## src/sv/ppba_pkg.sv

```systemverilog
// Shared types and constants for the pointer position boxcar average.
// No dependencies; imported by every other file of the block.
`default_nettype none

package ppba_pkg;

  localparam int GX_W  = 10;  // raw gun x
  localparam int GY_W  = 9;   // raw gun y
  localparam int RC_W  = 12;  // recoil offset
  localparam int AX_W  = 11;  // averaged x
  localparam int AY_W  = 14;  // averaged y plus recoil
  localparam int MAP_W = 11;  // mapped screen coordinate

  localparam logic signed [MAP_W-1:0] X_OFFSET = 11'sd220;
  localparam logic signed [MAP_W-1:0] Y_OFFSET = 11'sd536;

  typedef logic signed [MAP_W-1:0] map_t;

  // control handed to every cell of the window
  typedef struct packed {
    logic en;    // a word is taken this cycle
    logic fill;  // window empty: load the new pair into every cell
  } cell_ctl_t;

endpackage

`default_nettype wire

```

## src/sv/ppba_cell.sv

```systemverilog
// One window cell: holds a mapped (x, y) pair and hands it to its older neighbor.
// Depends on ppba_pkg.
`default_nettype none

module ppba_cell (
  input  wire logic              clk_i,
  input  wire ppba_pkg::cell_ctl_t ctl_i,
  input  wire ppba_pkg::map_t    fill_x_i,
  input  wire ppba_pkg::map_t    fill_y_i,
  input  wire ppba_pkg::map_t    next_x_i,
  input  wire ppba_pkg::map_t    next_y_i,
  output ppba_pkg::map_t         x_o,
  output ppba_pkg::map_t         y_o
);
  import ppba_pkg::*;

  map_t x_q, x_d;
  map_t y_q, y_d;

  always_comb begin
    x_d = ctl_i.fill ? fill_x_i : next_x_i;
    y_d = ctl_i.fill ? fill_y_i : next_y_i;
  end

  // payload only, contents are meaningless until the first fill
  always_ff @(posedge clk_i) begin
    if (ctl_i.en) begin
      x_q <= x_d;
      y_q <= y_d;
    end
  end

  assign x_o = x_q;
  assign y_o = y_q;

endmodule

`default_nettype wire

```

## src/sv/ppba_divc.sv

```systemverilog
// Signed divide of a window sum by the window length, truncating toward zero.
// Reciprocal multiply on the magnitude, one register stage. Depends on ppba_pkg.
`default_nettype none

module ppba_divc #(
  parameter int WINDOW_LENGTH = 10,
  localparam int LW = $clog2(WINDOW_LENGTH),
  localparam int SW = ppba_pkg::MAP_W + LW
) (
  input  wire logic                 clk_i,
  input  wire logic                 en_i,
  input  wire logic signed [SW-1:0] sum_i,
  output ppba_pkg::map_t            quot_o
);
  import ppba_pkg::*;

  // ceil(2^SH / N) is exact for every magnitude below 2^SW
  localparam int SH = SW + LW;
  localparam int MW = SW + 2;
  localparam int PW = SW + MW;
  localparam longint RECIP = ((longint'(1) << SH) + WINDOW_LENGTH - 1) / WINDOW_LENGTH;
  localparam logic [MW-1:0] RECIP_C = MW'(RECIP);

  logic          neg;
  logic [SW-1:0] mag;
  logic [PW-1:0] prod_q;
  logic          neg_q;
  logic [MAP_W-1:0] qmag;

  always_comb begin
    neg = sum_i[SW-1];
    mag = neg ? SW'(-sum_i) : SW'(sum_i);
  end

  always_ff @(posedge clk_i) begin
    if (en_i) begin
      prod_q <= PW'(mag) * PW'(RECIP_C);
      neg_q  <= neg;
    end
  end

  // mean magnitude is under 1024, so it fits the mapped width
  assign qmag   = prod_q[SH +: MAP_W];
  assign quot_o = neg_q ? -$signed(qmag) : $signed(qmag);

endmodule

`default_nettype wire

```

## src/sv/pointer_position_boxcar_average.sv

```systemverilog
// Top level: maps gun positions, keeps the window in a row of cells, averages.
// Depends on ppba_pkg, ppba_cell, ppba_divc.
//
//   channel | direction | handshake               | payload
//   --------+-----------+-------------------------+---------------------------
//   in      | input     | in_valid_i / in_stall_o | gun_x_i, gun_y_i, recoil_i
//   out     | output    | out_valid_o/out_stall_i | avg_x_o, avg_y_o
//
// One word per cycle unless a held result stalls the pipe; each accepted word
// passes the running sum, reciprocal product and output registers on its way
// to out_valid_o. The whole pipe advances together; in_stall_o rises only while
// a result sits on the output and out_stall_i is high. Reset clears the valid
// bits and the window-filled flag; the first word after reset fills every cell.
`default_nettype none

module pointer_position_boxcar_average #(
  parameter int WINDOW_LENGTH = 10
) (
  input  wire logic                          clk_i,
  input  wire logic                          rst_ni,
  input  wire logic                          in_valid_i,
  output      logic                          in_stall_o,
  input  wire logic [ppba_pkg::GX_W-1:0]     gun_x_i,
  input  wire logic [ppba_pkg::GY_W-1:0]     gun_y_i,
  input  wire logic [ppba_pkg::RC_W-1:0]     recoil_i,
  output      logic                          out_valid_o,
  input  wire logic                          out_stall_i,
  output      logic signed [ppba_pkg::AX_W-1:0] avg_x_o,
  output      logic signed [ppba_pkg::AY_W-1:0] avg_y_o
);
  import ppba_pkg::*;

  localparam int LW = $clog2(WINDOW_LENGTH);
  localparam int SW = MAP_W + LW;
  localparam logic signed [SW-1:0] LEN_S = SW'(WINDOW_LENGTH);

  logic advance, accept;
  logic filled_q;
  logic v1_q, v2_q, v3_q;
  logic [RC_W-1:0] rc1_q, rc2_q;

  map_t mx, my;
  map_t x_cell [WINDOW_LENGTH];
  map_t y_cell [WINDOW_LENGTH];
  cell_ctl_t ctl;

  logic signed [SW-1:0] sx_q, sx_d, sy_q, sy_d;
  map_t qx, qy;
  logic signed [AX_W-1:0] avg_x_q;
  logic signed [AY_W-1:0] avg_y_q, avg_y_d;

  assign advance = !(v3_q && out_stall_i);
  assign accept  = in_valid_i && advance;

  // screen mapping: x = gx - 220, y = 536 - 2*gy
  assign mx = $signed({1'b0, gun_x_i}) - X_OFFSET;
  assign my = Y_OFFSET - $signed({1'b0, gun_y_i, 1'b0});

  assign ctl.en   = accept;
  assign ctl.fill = !filled_q;

  // cell 0 holds the oldest pair, the last cell takes the new one
  for (genvar k = 0; k < WINDOW_LENGTH; k++) begin : g_cell
    if (k == WINDOW_LENGTH - 1) begin : g_tail
      ppba_cell u_cell (
        .clk_i   (clk_i),
        .ctl_i   (ctl),
        .fill_x_i(mx),
        .fill_y_i(my),
        .next_x_i(mx),
        .next_y_i(my),
        .x_o     (x_cell[k]),
        .y_o     (y_cell[k])
      );
    end else begin : g_body
      ppba_cell u_cell (
        .clk_i   (clk_i),
        .ctl_i   (ctl),
        .fill_x_i(mx),
        .fill_y_i(my),
        .next_x_i(x_cell[k+1]),
        .next_y_i(y_cell[k+1]),
        .x_o     (x_cell[k]),
        .y_o     (y_cell[k])
      );
    end
  end

  // running sums: drop the oldest cell, add the new pair; the first word loads its pair times the window length
  always_comb begin
    if (filled_q) begin
      sx_d = sx_q - SW'(x_cell[0]) + SW'(mx);
      sy_d = sy_q - SW'(y_cell[0]) + SW'(my);
    end else begin
      sx_d = SW'(mx) * LEN_S;
      sy_d = SW'(my) * LEN_S;
    end
  end

  always_ff @(posedge clk_i) begin
    if (accept) begin
      sx_q <= sx_d;
      sy_q <= sy_d;
    end
    if (advance) begin
      rc1_q   <= recoil_i;
      rc2_q   <= rc1_q;
      avg_x_q <= qx;
      avg_y_q <= avg_y_d;
    end
  end

  ppba_divc #(.WINDOW_LENGTH(WINDOW_LENGTH)) u_div_x (
    .clk_i (clk_i),
    .en_i  (advance),
    .sum_i (sx_q),
    .quot_o(qx)
  );

  ppba_divc #(.WINDOW_LENGTH(WINDOW_LENGTH)) u_div_y (
    .clk_i (clk_i),
    .en_i  (advance),
    .sum_i (sy_q),
    .quot_o(qy)
  );

  assign avg_y_d = AY_W'(qy) + $signed(AY_W'(rc2_q));

  always_ff @(posedge clk_i or negedge rst_ni) begin
    if (!rst_ni) begin
      filled_q <= 1'b0;
      v1_q     <= 1'b0;
      v2_q     <= 1'b0;
      v3_q     <= 1'b0;
    end else begin
      if (accept) begin
        filled_q <= 1'b1;
      end
      if (advance) begin
        v1_q <= in_valid_i;
        v2_q <= v1_q;
        v3_q <= v2_q;
      end
    end
  end

  assign in_stall_o  = !advance;
  assign out_valid_o = v3_q;
  assign avg_x_o     = avg_x_q;
  assign avg_y_o     = avg_y_q;

endmodule

`default_nettype wire

```

## config.mk

```make
export PLATFORM = sky130hd
export DESIGN_NAME = pointer_position_boxcar_average
export DESIGN_NICKNAME = d
export VERILOG_FILES = /design/src/sv/ppba_pkg.sv /design/src/sv/ppba_cell.sv /design/src/sv/ppba_divc.sv /design/src/sv/pointer_position_boxcar_average.sv
export SDC_FILE = /design/constraint.sdc
export NUM_CORES = 1
export LEC_CHECK = 0
export BUFFER_PORTS_ARGS = -buffer_cell sky130_fd_sc_hd__buf_4
export CAP_MARGIN = 0
export CORE_ASPECT_RATIO = 0.9
export CORE_UTILIZATION = 65
export DETAILED_ROUTE_END_ITERATION = 10
export HOLD_SLACK_MARGIN = 0.02
export MAX_ROUTING_LAYER = met4
export PLACE_DENSITY = 0.85
export SYNTH_ARGS = -nofsm -noshare
export SYNTH_HDL_FRONTEND = slang
export SYNTH_SLANG_ARGS = --single-unit
```

## constraint.sdc

```tcl
create_clock -name clk_i -period 15.1 [get_ports clk_i]
set_input_delay 2.265 -clock clk_i [delete_from_list [all_inputs] [get_ports clk_i]]
set_output_delay 2.265 -clock clk_i [all_outputs]
set_load 0.02 [all_outputs]
```

; Word-level counts from Yosys, hierarchy flattened
; Cells that the tools add are included.
[word_totals]
ff_bits = 365
output_inout_bits = 27
[op_classes]
addsub = 11
n_mul = 4
n_mux = 24
n_reduce_logical = 3
[op_table]
columns = op, n
row1 = $mux W11, 20
row2 = $mul A15 B16 Y30 const B, 2
row3 = $mux W15, 4
row4 = $add A15 B11 Y15, 2
row5 = $neg A15 Y15, 2
row6 = $sub A15 B11 Y15, 2
row7 = $mul A11 B4 Y14 const B, 2
row8 = $neg A11 Y11, 2
row9 = $add A11 B13 Y14, 1
row10 = $sub A10 B10 Y11 const A, 1
row11 = $sub A10 B8 Y11 const B, 1
row12 = $logic_and A1 B1 Y1, 2
row13 = $logic_not A1 Y1, 1

; Longest topological paths before layout
; Gate-level depths: netlist of run 1.
[depth]
word_depth = 3
mapped_depth = 27
ltp_nobuf = 27

; By module
; A second synthesis of run 1 with hierarchy kept.
[unflattened]
hier_cells = 2004
hier_area_um2 = 24747.5
[by_module_without_submodules]
columns = module, instances, cells_per_inst, area_per_inst_um2
row1 = ppba_cell, 10, 46, 930.9
row2 = pointer_position_boxcar_average, 1, 616, 6617.6
row3 = ppba_divc at u_div_y, 1, 471, 4425.5
row4 = ppba_divc at u_div_x, 1, 457, 4395.5

; Least setup slack after synthesis of run 1
; No wires, ideal clock.
[synth_timing]
path_type = in2reg
start = input out_stall_i
end = register filled_q
setup_ns = 0.100
arrival_ns = 10.108
t_required_ns = 15.000
slack_ns = 4.892
cell_stages = 3
path_buffers = 0
path_cell_list = nand2_1 -> and2_1 -> or2_2
[synth_via]
elab_chain_cells = 3
[synth_lines]
columns = item, line_no
row1 = from (decl), pointer_position_boxcar_average.sv:27  ; input wire logic out_stall_i,
row2 = $logic_and A1 B1 Y1, pointer_position_boxcar_average.sv:52  ; assign advance = !(v3_q && out_stall_i);
row3 = $logic_not A1 Y1, pointer_position_boxcar_average.sv:52
row4 = $logic_and A1 B1 Y1, pointer_position_boxcar_average.sv:53  ; assign accept = in_valid_i && advance;
row5 = net accept, pointer_position_boxcar_average.sv:37  ; logic advance, accept;
row6 = to (signal assigned), pointer_position_boxcar_average.sv:131  ; filled_q <= 1'b0;
row7 = to (signal assigned), pointer_position_boxcar_average.sv:137  ; filled_q <= 1'b1;
row8 = to (decl), pointer_position_boxcar_average.sv:38  ; logic filled_q;
; The timed path passes the listed nets, and every way through them passes these cells.
; A chain may end at the register's enable or synchronous reset.

; Final worst setup path of run 1
[layout_timing]
start = register sy_q[5]
end = register u_div_y.prod_q[29], data pin
[layout_via]
elab_chain_cells = 3
[layout_lines]
columns = item, line_no
row1 = from (decl), pointer_position_boxcar_average.sv:47  ; logic signed [SW-1:0] sx_q, sx_d, sy_q, sy_d;
row2 = from (signal assigned), pointer_position_boxcar_average.sv:103  ; sy_q <= sy_d;
row3 = $neg A15 Y15, ppba_divc.sv:32  ; mag = neg ? SW'(-sum_i) : SW'(sum_i);
row4 = $mux W15 *, ppba_divc.sv:32
row5 = $mul A15 B16 Y30 *, ppba_divc.sv:37  ; prod_q <= PW'(mag) * PW'(RECIP_C);
row6 = to (signal assigned), ppba_divc.sv:37
row7 = to (decl), ppba_divc.sv:26  ; logic [PW-1:0] prod_q;
; Every way passes the cells marked *; elsewhere a longest branch is shown, timed or not.

==> qor.txt, run 1 <==
row count = 64
post-CTS sizing = 0
gr ovfl total = 0
Fin Setup TNS = 0 ns
crit path launch = sy_q[5]$_DFFE_PP_
Post CTS Setup Buffer Count = 0
Distinct cells, synth = 62
first-pass GRT wire length = 71400 microns
height of the die = 179 microns
clock skew = 0.0255 ns
crit path max fanout = 5
max-cap violation count = 0
synth cell count leaders = inv_1 (368), edfxtp_1 (312), ha_1 (289), nand2_1 (165), fa_1 (139)
CTS Root Cell = clkbuf_16
reg2reg end = u_div_y.prod_q[29]$_DFFE_PN_
DR vias = 14394
die area = 35700 sq um
I/O pin count = 62
HPWL Detailed = 32300 microns
# diodes = 0
core footprint = 34200 sq um
Synth-to-Final Area Change = 9.30%
Max Root-Sink Buffers = 3
final worst path period need = 7.04 ns
Synth warnings = 0
DRT iter0 DRCs = 872
Final ANT Viol Nets = 0
Starting Density = 66.4%
Worst R2R Path Depth = 23
R2R setup slack = 8.06 ns
CP arrival = 7.30 ns
routability cong. = 0.932
Setup CP Type = reg -> reg
CTS tree = built
total CTS buffers = 34
WL final = 42700 microns
unrepaired setup endpoints after global routing = no
Async SR Flop Fraction = 1.27%
top cells by area, synth = edfxtp_1 (41%), ha_1 (16%), fa_1 (12%), inv_1 (6.1%), xnor2_1 (4.2%)
Worst-path clk slew = 0.06 ns
Crit path required time = 15.36 ns
Tightest Pin Transition = 0.946 ns
cell with the most instances after synthesis = inv_1
Hold Path Stages = 0
wire length per cell = 16.6 microns
worst skew pair latency = 0.53 ns
GR Util All Layers = 26.0%
Synth Flop Type = edfxtp_1
slew margin rel. = 37.0%
DRC Markers = 0
post-synthesis sequential area ratio = 41.7%
antenna violations before repair = 0
Post-Synthesis Cells = 2023
cell taking the most area after synthesis = edfxtp_1
Hold Fails Final Rpt = 0
vias in the first global route = 14614
Core Util, Final = 72.6%
Slew Limit Fails = 0
status = complete, no violations
Syn Area/Cell = 11.2 sq um
Final Cycle Share = 46.6%
register bit total from synthesis = 316
share of layout cells above drive strength 1 = 7.09%
cts hold-fix bufs = 0
Critical Path End Type = flip-flop
number of flops mapped to enable cells by yosys = 312
first drt pass iteration count = 5
fmax = 142 MHz
vias per cell = 5.58
CTS H-Tree Depth = 2
Worst setup SP type = flip-flop
synthesized area = 22700 sq um
Fin Hold WS = 0.422 ns
Clock Sinks = 316
die width = 199 microns
hold crit path type = reg -> reg
share of the synthesized area in the top cell type = 41.2%
Setup-failing EPs final = 0
Final #Nets = 2556
largest net degree at the start of global routing = 100
Mapped Nets = 2486
crit path capture = u_div_y.prod_q[29]$_DFFE_PN_
RR Startpoint = sy_q[5]$_DFFE_PP_
port bufs = 61
==> how the worst min path moves through the flow <==
stage | from | to | slack, ns
finish | rc1_q[11]$_DFFE_PN_ | rc2_q[11]$_DFFE_PN_ | 0.42
global placement | rc1_q[7]$_DFFE_PN_ | rc2_q[7]$_DFFE_PN_ | 0.40
CTS | rc1_q[11]$_DFFE_PN_ | rc2_q[11]$_DFFE_PN_ | 0.42
detailed placement | rc1_q[7]$_DFFE_PN_ | rc2_q[7]$_DFFE_PN_ | 0.41
global route | rc1_q[6]$_DFFE_PN_ | rc2_q[6]$_DFFE_PN_ | 0.43
floorplan | rc1_q[0]$_DFFE_PN_ | rc2_q[0]$_DFFE_PN_ | 0.40
==> worst max-delay path, stage by stage (launching register included) <==
cell and delay, ns:
edfxtp_1 0.46, nor4_2 0.37, and3_1 0.22, nand2_1 0.12, o21ai_1 0.18, xnor2_1 0.29
inv_2 0.10, xnor2_1 0.25, inv_1 0.09, fa_1 0.60, fa_1 0.46, fa_1 0.54
inv_1 0.05, fa_1 0.45, fa_1 0.49, ha_1 0.34, a21oi_1 0.14, o21ai_1 0.11
a2111oi_1 0.54, or3_1 0.24, nand2_1 0.08, a21o_1 0.24, a211oi_1 0.31, xnor2_1 0.11
==> sequential cells by signal, summed over array words and instances, names as in the netlist, 10 cells and up <==
signal	count
g_cell.g_tail.u_cell.y_o	10
rc1_q	12
rc2_q	12
sx_q	15
g_cell.g_body.u_cell.x_o	99
avg_x_o	11
g_cell.g_body.u_cell.y_o	90
sy_q	14
avg_y_o	14
u_div_y.prod_q	11
g_cell.g_tail.u_cell.x_o	11
u_div_x.prod_q	11
==> cells in the final DEF, fill, tap and decap left out, types with 6 or more instances in the layout <==
cell type / count
nor3_1: 23
nand3_1: 14
o21ai_0: 29
xor2_1: 34
nand4_1: 9
a211oi_1: 8
nor2b_1: 6
or3_1: 16
edfxtp_1: 312
o31ai_1: 12
clkinv_2: 6
a21oi_1: 113
nand2b_1: 8
buf_4: 67
o21a_1: 9
o21bai_1: 9
or2_2: 8
clkbuf_16: 34
fa_1: 139
inv_1: 368
o21ai_1: 15
o41ai_1: 7
a21o_1: 110
inv_2: 8
xnor2_1: 110
and3_1: 12
nand2_1: 164
nor2_1: 87
ha_1: 289
==> through the flow <==
step                cells  area [sq um]  setup slack, ns
floorplan            2023         22700             4.89
global placement     2519         23700             8.33
detailed placement   2519         23700             8.13
CTS                  2579         24800             8.07
global route         2579         24800             7.66
finish               2579         24800             8.06
==> cells by family (layout without fill, tap and decap cells) <==
| family | after synthesis | count (layout) | share of synthesized area [%] |
|---|---|---|---|
| adders and majority gates | 428 | 428 | 28.2 |
| xor gates and xnor gates | 144 | 144 | 5.55 |
| and+or+nand+nor | 365 | 365 | 7.14 |
| DFF | 316 | 316 | 41.7 |
| AOI/OAI and AO/OA | 351 | 351 | 10.2 |
| muxes | 10 | 10 | 0.468 |
| buffers and inverters | 409 | 503 | 6.78 |
==> final cells by class <==
| cell class | instances | area, sq um |
|---|---|---|
| multi-input combinational | 1298 | 11700 |
| clock buffer | 38 | 866 |
| fill | 2284 | 9370 |
| inverter | 376 | 1410 |
| timing repair buffer | 67 | 503 |
| sequential | 316 | 9470 |
| clock inverter | 22 | 280 |
| tap | 462 | 578 |
==> metal layers <==
metal / vias to the layer above / part of all wire, % / global-route usage (%)
met5: - / 0 / -
met3: 64 / 4.4 / 3.13
li1: 7023 / - / -
met1: 6987 / 47 / 35.7
met2: 320 / 47 / 41.9
met4: 0 / 1.8 / 5.58
Power of run 1 is left out: the tool's default activity adds up to more than one toggle a clock period on the data nets, which glitch-free logic cannot reach.
==> run 2, diff against run 1 <==
--- a/config.mk
+++ b/config.mk
@@ -5,6 +5,7 @@
 export SDC_FILE = /design/constraint.sdc
 export NUM_CORES = 1
 export LEC_CHECK = 0
+export ABC_AREA = 1
 export BUFFER_PORTS_ARGS = -buffer_cell sky130_fd_sc_hd__buf_4
 export CAP_MARGIN = 0
 export CORE_ASPECT_RATIO = 0.9
@@ -12,7 +13,7 @@
 export DETAILED_ROUTE_END_ITERATION = 10
 export HOLD_SLACK_MARGIN = 0.02
 export MAX_ROUTING_LAYER = met4
-export PLACE_DENSITY = 0.85
+export PLACE_DENSITY = 0.84
 export SYNTH_ARGS = -nofsm -noshare
 export SYNTH_HDL_FRONTEND = slang
 export SYNTH_SLANG_ARGS = --single-unit
==> constraint.sdc (replaced) <==
create_clock -name clk_i -period 6.5 [get_ports clk_i]
set_input_delay 0.975 -clock clk_i [delete_from_list [all_inputs] [get_ports clk_i]]
set_output_delay 0.975 -clock clk_i [all_outputs]
set_load 0.02 [all_outputs]
==> qor.txt, run 2 <==
status = complete, no violations
GR Util All Layers = 28.7% (+2.7 points)
max reg flops = 99 (unchanged)
DRT iter0 DRCs = 1235 (+42%)
Worst setup SP type = flip-flop
DR vias = 18020 (+25%)
CTS Root Cell = clkbuf_16
Worst-path clk slew = 0.06 ns (about the same)
Hold Fails Final Rpt = 0 (unchanged)
unrepaired setup endpoints after global routing = no
wire length per cell = 15.8 microns (-4.6%)
worst skew pair latency = 0.55 ns (+0.02 ns)
core footprint = 37400 sq um (+9.3%)
vias per cell = 5.44 (-2.6%)
register bit total from synthesis = 316 (unchanged)
Post CTS Setup Buffer Count = 0 (unchanged)
height of the die = 187 microns (+4.4%)
synthesized area = 24800 sq um (+9.2%)
die width = 208 microns (+4.4%)
number of flops mapped to enable cells by yosys = 312 (unchanged)
final worst path period need = 6.04 ns (-1.00 ns)
Synth warnings = 0 (unchanged)
total CTS buffers = 34 (unchanged)
# diodes = 0 (unchanged)
Max Root-Sink Buffers = 3 (unchanged)
WL final = 52300 microns (+23%)
post-CTS sizing = 0 (unchanged)
Async SR Flop Fraction = 1.27% (unchanged)
fmax = 165 MHz (+17%)
DRC Markers = 0 (unchanged)
HPWL Detailed = 40800 microns (+26%)
row count = 67 (+4.7%)
routability cong. = 0.976 (+4.7%)
Fillers = 2837 (+24%)
max-cap violation count = 0 (unchanged)
I/O pin count = 62 (unchanged)
Setup-failing EPs final = 0 (unchanged)
CTS H-Tree Depth = 2 (unchanged)
Fin Hold WS = 0.214 ns (-0.208 ns)
share of the synthesized area in the top cell type = 37.8% (-3.5 points)
Post-Synthesis Cells = 2735 (+35%)
share of layout cells above drive strength 1 = 7.03% (-0.056 points)
CTS tree = built
Tightest Pin Transition = 0.954 ns (+0.00813 ns)
top cells by area, synth = edfxtp_1 (38%), ha_1 (15%), nand2_1 (12%), fa_1 (11%), inv_1 (6.8%)
antenna violations before repair = 0 (unchanged)
largest net degree at the start of global routing = 158 (+58%)
first-pass GRT wire length = 87700 microns (+23%)
Synth Flop Type = edfxtp_1
Syn Area/Cell = 9.06 sq um (-19%)
Slew Limit Fails = 0 (unchanged)
clock skew = 0.0163 ns (-0.00918 ns)
Clock Sinks = 316 (unchanged)
vias in the first global route = 18168 (+24%)
Setup CP Type = reg -> reg
hold crit path type = in -> async
commonest non-fill, non-tap cells in the layout = nand2_1 (791), inv_1 (444), edfxtp_1 (312), ha_1 (288), fa_1 (139)
CP arrival = 6.35 ns (-0.95 ns)
cell with the most instances after synthesis = nand2_1
slew margin rel. = 36.4% (-0.60 points)
cts hold-fix bufs = 0 (unchanged)
Synth-to-Final Area Change = 8.22%
gr ovfl total = 0 (unchanged)
Final Cycle Share = 93.0% (+46 points)
Mapped Nets = 3198 (+29%)
die area = 38900 sq um (+9.1%)
first drt pass iteration count = 7 (+2)
synth cell count leaders = nand2_1 (792), inv_1 (446), edfxtp_1 (312), ha_1 (289), fa_1 (139)
Final ANT Viol Nets = 0 (unchanged)
Crit path required time = 6.81 ns (-8.55 ns)
Distinct cells, synth = 53 (-15%)
most common cell after layout, fill and taps aside = nand2_1
cell taking the most area after synthesis = edfxtp_1
port bufs = 61 (unchanged)
Critical Path End Type = flip-flop
post-synthesis sequential area ratio = 38.2% (-3.5 points)
Final #Nets = 3269 (+28%)
Starting Density = 66.3% (-0.12 points)
Fin Setup TNS = 0 ns (unchanged)
crit path max fanout = 5 (unchanged)
==> run 2: cell types whose count changed after synthesis, sizes merged, moves of 16 or more <==
cell / previous run / this run
xnor2: 110 / 25
o21ai: 44 / 94
nand3: 14 / 105
nand4: 9 / 26
clkbuf: 29 / 13
inv: 376 / 475
buf: 4 / 21
a21o: 110 / 15
nand2: 165 / 802
or3: 16 / 0
nor2: 88 / 148
xor2: 34 / 64
==> run 2: cell families (layout without fill, tap and decap cells) <==
logic type / Yosys count / in the layout / synth area share [%]
fa+ha+maj: 428 / 428 / 25.8
xor+xnor: 89 / 89 / 3.45
flops: 316 / 316 / 38.2
compound gates: 270 / 270 / 6.02
simple gates: 1120 / 1120 / 18.6
buf+inv: 512 / 608 / 7.88
==> run 2: final cells by class <==
cell class / instances / area, sq um / area share, %
multi-input cells: 1907 / 13400 / 49.9
flip-flops and latches: 316 / 9470 / 35.3
inverters: 478 / 1800 / 6.71
clock buffers: 41 / 877 / 3.27
well taps: 483 / 604 / 2.25
repair buffers: 69 / 531 / 1.98
clock inverters: 20 / 146 / 0.546
==> run 2: worst max-delay path, stage by stage (launching register included) <==
cell and delay [ns]:
edfxtp_1 0.45, inv_1 0.20, ha_1 0.19, inv_2 0.06
nor3_4 0.16, nand3_2 0.17, nor3_2 0.23, inv_1 0.11
xor2_1 0.16, inv_1 0.06, ha_1 0.37, a21oi_2 0.10
fa_1 0.53, inv_1 0.08, fa_1 0.52, fa_1 0.55
inv_1 0.06, fa_1 0.53, inv_1 0.04, ha_1 0.32
nand2_1 0.11, nor2_1 0.23, nand2_1 0.13, or2_2 0.32
nand4_1 0.07, nand2_1 0.05
==> run 2: path summary, 6_finish.rpt <==
kind                                            start                            to  slack [ns]  depth (start not counted)
worst max register to register  sx_q[0]$_SDFFCE_PN0P_  u_div_x.prod_q[21]$_DFFE_PN_        0.46                         25
worst min-delay path                           rst_ni       out_valid_o$_DFFE_PN0N_        0.21                          1
worst max-delay path            sx_q[0]$_SDFFCE_PN0P_  u_div_x.prod_q[21]$_DFFE_PN_        0.46                         25
max in group asynchronous                      rst_ni          filled_q$_DFFE_PN0P_        6.16                          1
worst min register to register     rc1_q[8]$_DFFE_PN_            rc2_q[8]$_DFFE_PN_        0.42                          0
min in group clk_i                 rc1_q[8]$_DFFE_PN_            rc2_q[8]$_DFFE_PN_        0.42                          0
==> run 2: layer usage <==
metal / global-route usage, % / routed length, microns
met1: 38.4 / 24000
met2: 46.9 / 25000
met3: 3.04 / 2270
met4: 7.66 / 1090
met5: - / 0
==> run 2: per-stage QoR <==
stage               util, %  area [sq um]  std cells  setup slack (ns)
floorplan                 -         24800       2735             0.382
global placement       69.0         25800       3253             0.450
detailed placement     69.0         25800       3253             0.387
CTS                    71.7         26800       3314             0.357
global route           71.8         26800       3314           0.00118
finish                 71.8         26800       3314             0.457
Power of run 2 is left out for the same reason.
==> run 3, diff against run 2 <==
--- a/config.mk
+++ b/config.mk
@@ -9,11 +9,12 @@
 export BUFFER_PORTS_ARGS = -buffer_cell sky130_fd_sc_hd__buf_4
 export CAP_MARGIN = 0
 export CORE_ASPECT_RATIO = 0.9
-export CORE_UTILIZATION = 65
+export CORE_MARGIN = 3
+export CORE_UTILIZATION = 58
 export DETAILED_ROUTE_END_ITERATION = 10
 export HOLD_SLACK_MARGIN = 0.02
 export MAX_ROUTING_LAYER = met4
-export PLACE_DENSITY = 0.84
+export PLACE_DENSITY = 0.8
 export SYNTH_ARGS = -nofsm -noshare
 export SYNTH_HDL_FRONTEND = slang
 export SYNTH_SLANG_ARGS = --single-unit
==> constraint.sdc (replaced) <==
create_clock -name clk_i -period 5.55 [get_ports clk_i]
set_input_delay 0.8325 -clock clk_i [delete_from_list [all_inputs] [get_ports clk_i]]
set_output_delay 0.8325 -clock clk_i [all_outputs]
set_load 0.02 [all_outputs]
==> qor.txt, run 3 (same netlist as run 2, synthesis figures left out) <==
Worst setup SP type = flip-flop
DRC Markers = 0 (unchanged)
design area = 29200 sq um (+8.9%)
Clock Sinks = 316 (unchanged)
Placed Cells = 3444 (+5.9%)
crit path max fanout = 3 (-2)
most common cell after layout, fill and taps aside = nand2_1
routability cong. = 0.933 (-4.4%)
unrepaired setup endpoints after global routing = yes
first-pass GRT wire length = 90000 microns (+2.6%)
gr ovfl total = 0 (unchanged)
vias in the first global route = 18992 (+4.5%)
Critical Path End Type = flip-flop
core footprint = 42000 sq um (+12%)
CTS tree = built
final std cells w/o fill = 3529 (+6.5%)
Max Root-Sink Buffers = 3 (unchanged)
worst slack, placed = -0.293 ns (-0.680 ns)
worst path bufs/invs = 5 (-2)
area of the multi-input gates = 14500 sq um (+8.2%)
total CTS buffers = 35 (+2.9%)
slew margin rel. = 24.1% (-12 points)
Hold Fails Final Rpt = 0 (unchanged)
Crit path required time = 5.83 ns (-0.98 ns)
RR Startpoint = sy_q[1]$_SDFFCE_PN0P_
row count = 71 (+6.0%)
worst skew pair latency = 0.54 ns (about the same)
hold crit path type = in -> async
max reg flops = 99 (unchanged)
I/O pin count = 62 (unchanged)
Worst-path clk slew = 0.06 ns (about the same)
Final ANT Viol Nets = 0 (unchanged)
max-cap violation count = 0 (unchanged)
Starting Density = 59.0% (-7.3 points)
Final #Nets = 3427 (+4.8%)
Setup CP Type = reg -> reg
share of layout cells above drive strength 1 = 18.4% (+11 points)
reg2reg end = u_div_y.prod_q[22]$_DFFE_PN_
Setup-failing EPs final = 4 (+4)
Final Worst Setup Slack = -0.0345 ns (-0.492 ns)
Reg area = 9470 sq um (unchanged)
delay-heaviest family, CP = adder cells
R2R setup slack = -0.03 ns (-0.49 ns)
failing checks = setup timing
die area = 45300 sq um (+16%)
Synth-to-Final Area Change = 17.8%
final worst path period need = 5.58 ns (-0.458 ns)
wire length per cell = 15.3 microns (-2.9%)
height of the die = 202 microns (+7.9%)
first drt pass iteration count = 6 (-1)
HPWL Detailed = 40600 microns (-0.48%)
# diodes = 0 (unchanged)
die width = 224 microns (+7.7%)
max incr delay on CP = 0.60 ns (+0.05 ns)
CTS H-Tree Depth = 2 (unchanged)
Worst R2R Path Depth = 27 (+8.0%)
Final Cycle Share = 101% (+7.7 points)
largest net degree at the start of global routing = 118 (-25%)
clock skew = 0.0208 ns (+0.00453 ns)
vias per cell = 5.30 (-2.6%)
Core Util, Final = 69.5% (-2.2 points)
Tightest Pin Transition = 1.14 ns (+0.184 ns)
CP arrival = 5.86 ns (-0.49 ns)
Most common cell on crit path = fa_2
Critical-path top delay cell = fa_2
area post-placement = 26800 sq um (+4.1%)
port bufs = 61 (unchanged)
WL final = 54200 microns (+3.4%)
Fillers = 3059 (+7.8%)
Slew Limit Fails = 0 (unchanged)
fmax = 179 MHz (+8.2%)
status = finished, violations left
DR vias = 18690 (+3.7%)
GR Util All Layers = 24.8% (-3.9 points)
CTS Root Cell = clkbuf_16
antenna violations before repair = 0 (unchanged)
commonest non-fill, non-tap cells in the layout = nand2_1 (754), inv_1 (420), edfxtp_1 (312), ha_1 (246), buf_4 (221)
DRT iter0 DRCs = 1291 (+4.5%)
## run 3: cell types whose count changed in the layout (fill, tap and decap cells not counted), sizes merged
cell	delta
clkinvlp	+1
clkbuf	-1
clkinv	-8
inv	+1
bufinv	+1
buf	+157
## run 3: metrics by stage
stage | TNS, ns | hold slack (ns)
CTS | 0 | 0.0757
global placement | -2.07 | 0.403
detailed placement | -3.56 | 0.405
global route | -4.68 | 0.0829
floorplan | 0 | 0.400
finish | -0.0803 | 0.103
## run 3: final cells by class
type | instances | area share (%)
multi-input cells | 1907 | 49.6
inverters | 478 | 6.17
repair buffers | 226 | 5.93
clock buffers | 40 | 3.06
well taps | 547 | 2.34
flip-flops and latches | 316 | 32.4
clock inverters | 15 | 0.433
## run 3: routing by layer
| layer | vias up | track usage [%] | part of all wire [%] |
|---|---|---|---|
| met1 | 8877 | 33.2 | 45 |
| met2 | 446 | 41.0 | 48 |
| met3 | 71 | 3.21 | 4.8 |
| met5 | - | - | 0 |
| li1 | 9296 | - | - |
| met4 | 0 | 5.28 | 1.8 |
## run 3: how the worst max path moves through the flow
stage / from / end / slack (ns) / cells past startpoint
floorplan: sx_q[0]$_SDFFCE_PN0P_ / u_div_x.prod_q[21]$_DFFE_PN_ / 0.0007 / 24
global placement: sx_q[0]$_SDFFCE_PN0P_ / u_div_x.prod_q[21]$_DFFE_PN_ / -0.20 / 25
detailed placement: sx_q[0]$_SDFFCE_PN0P_ / u_div_x.prod_q[21]$_DFFE_PN_ / -0.29 / 25
CTS: sx_q[0]$_SDFFCE_PN0P_ / u_div_x.prod_q[28]$_DFFE_PN_ / 0.001 / 26
global route: sx_q[0]$_SDFFCE_PN0P_ / u_div_x.prod_q[29]$_DFFE_PN_ / -0.32 / 31
finish: sy_q[1]$_SDFFCE_PN0P_ / u_div_y.prod_q[22]$_DFFE_PN_ / -0.03 / 27
## run 3: what timing repair did
action,4_1_cts,5_1_grt
buffers inserted,16,14
gates resized for setup,101,151
hold buffers,0,0
endpoints found under the setup margin,22,22
pin swaps,70,99
Power of run 3 is left out for the same reason.
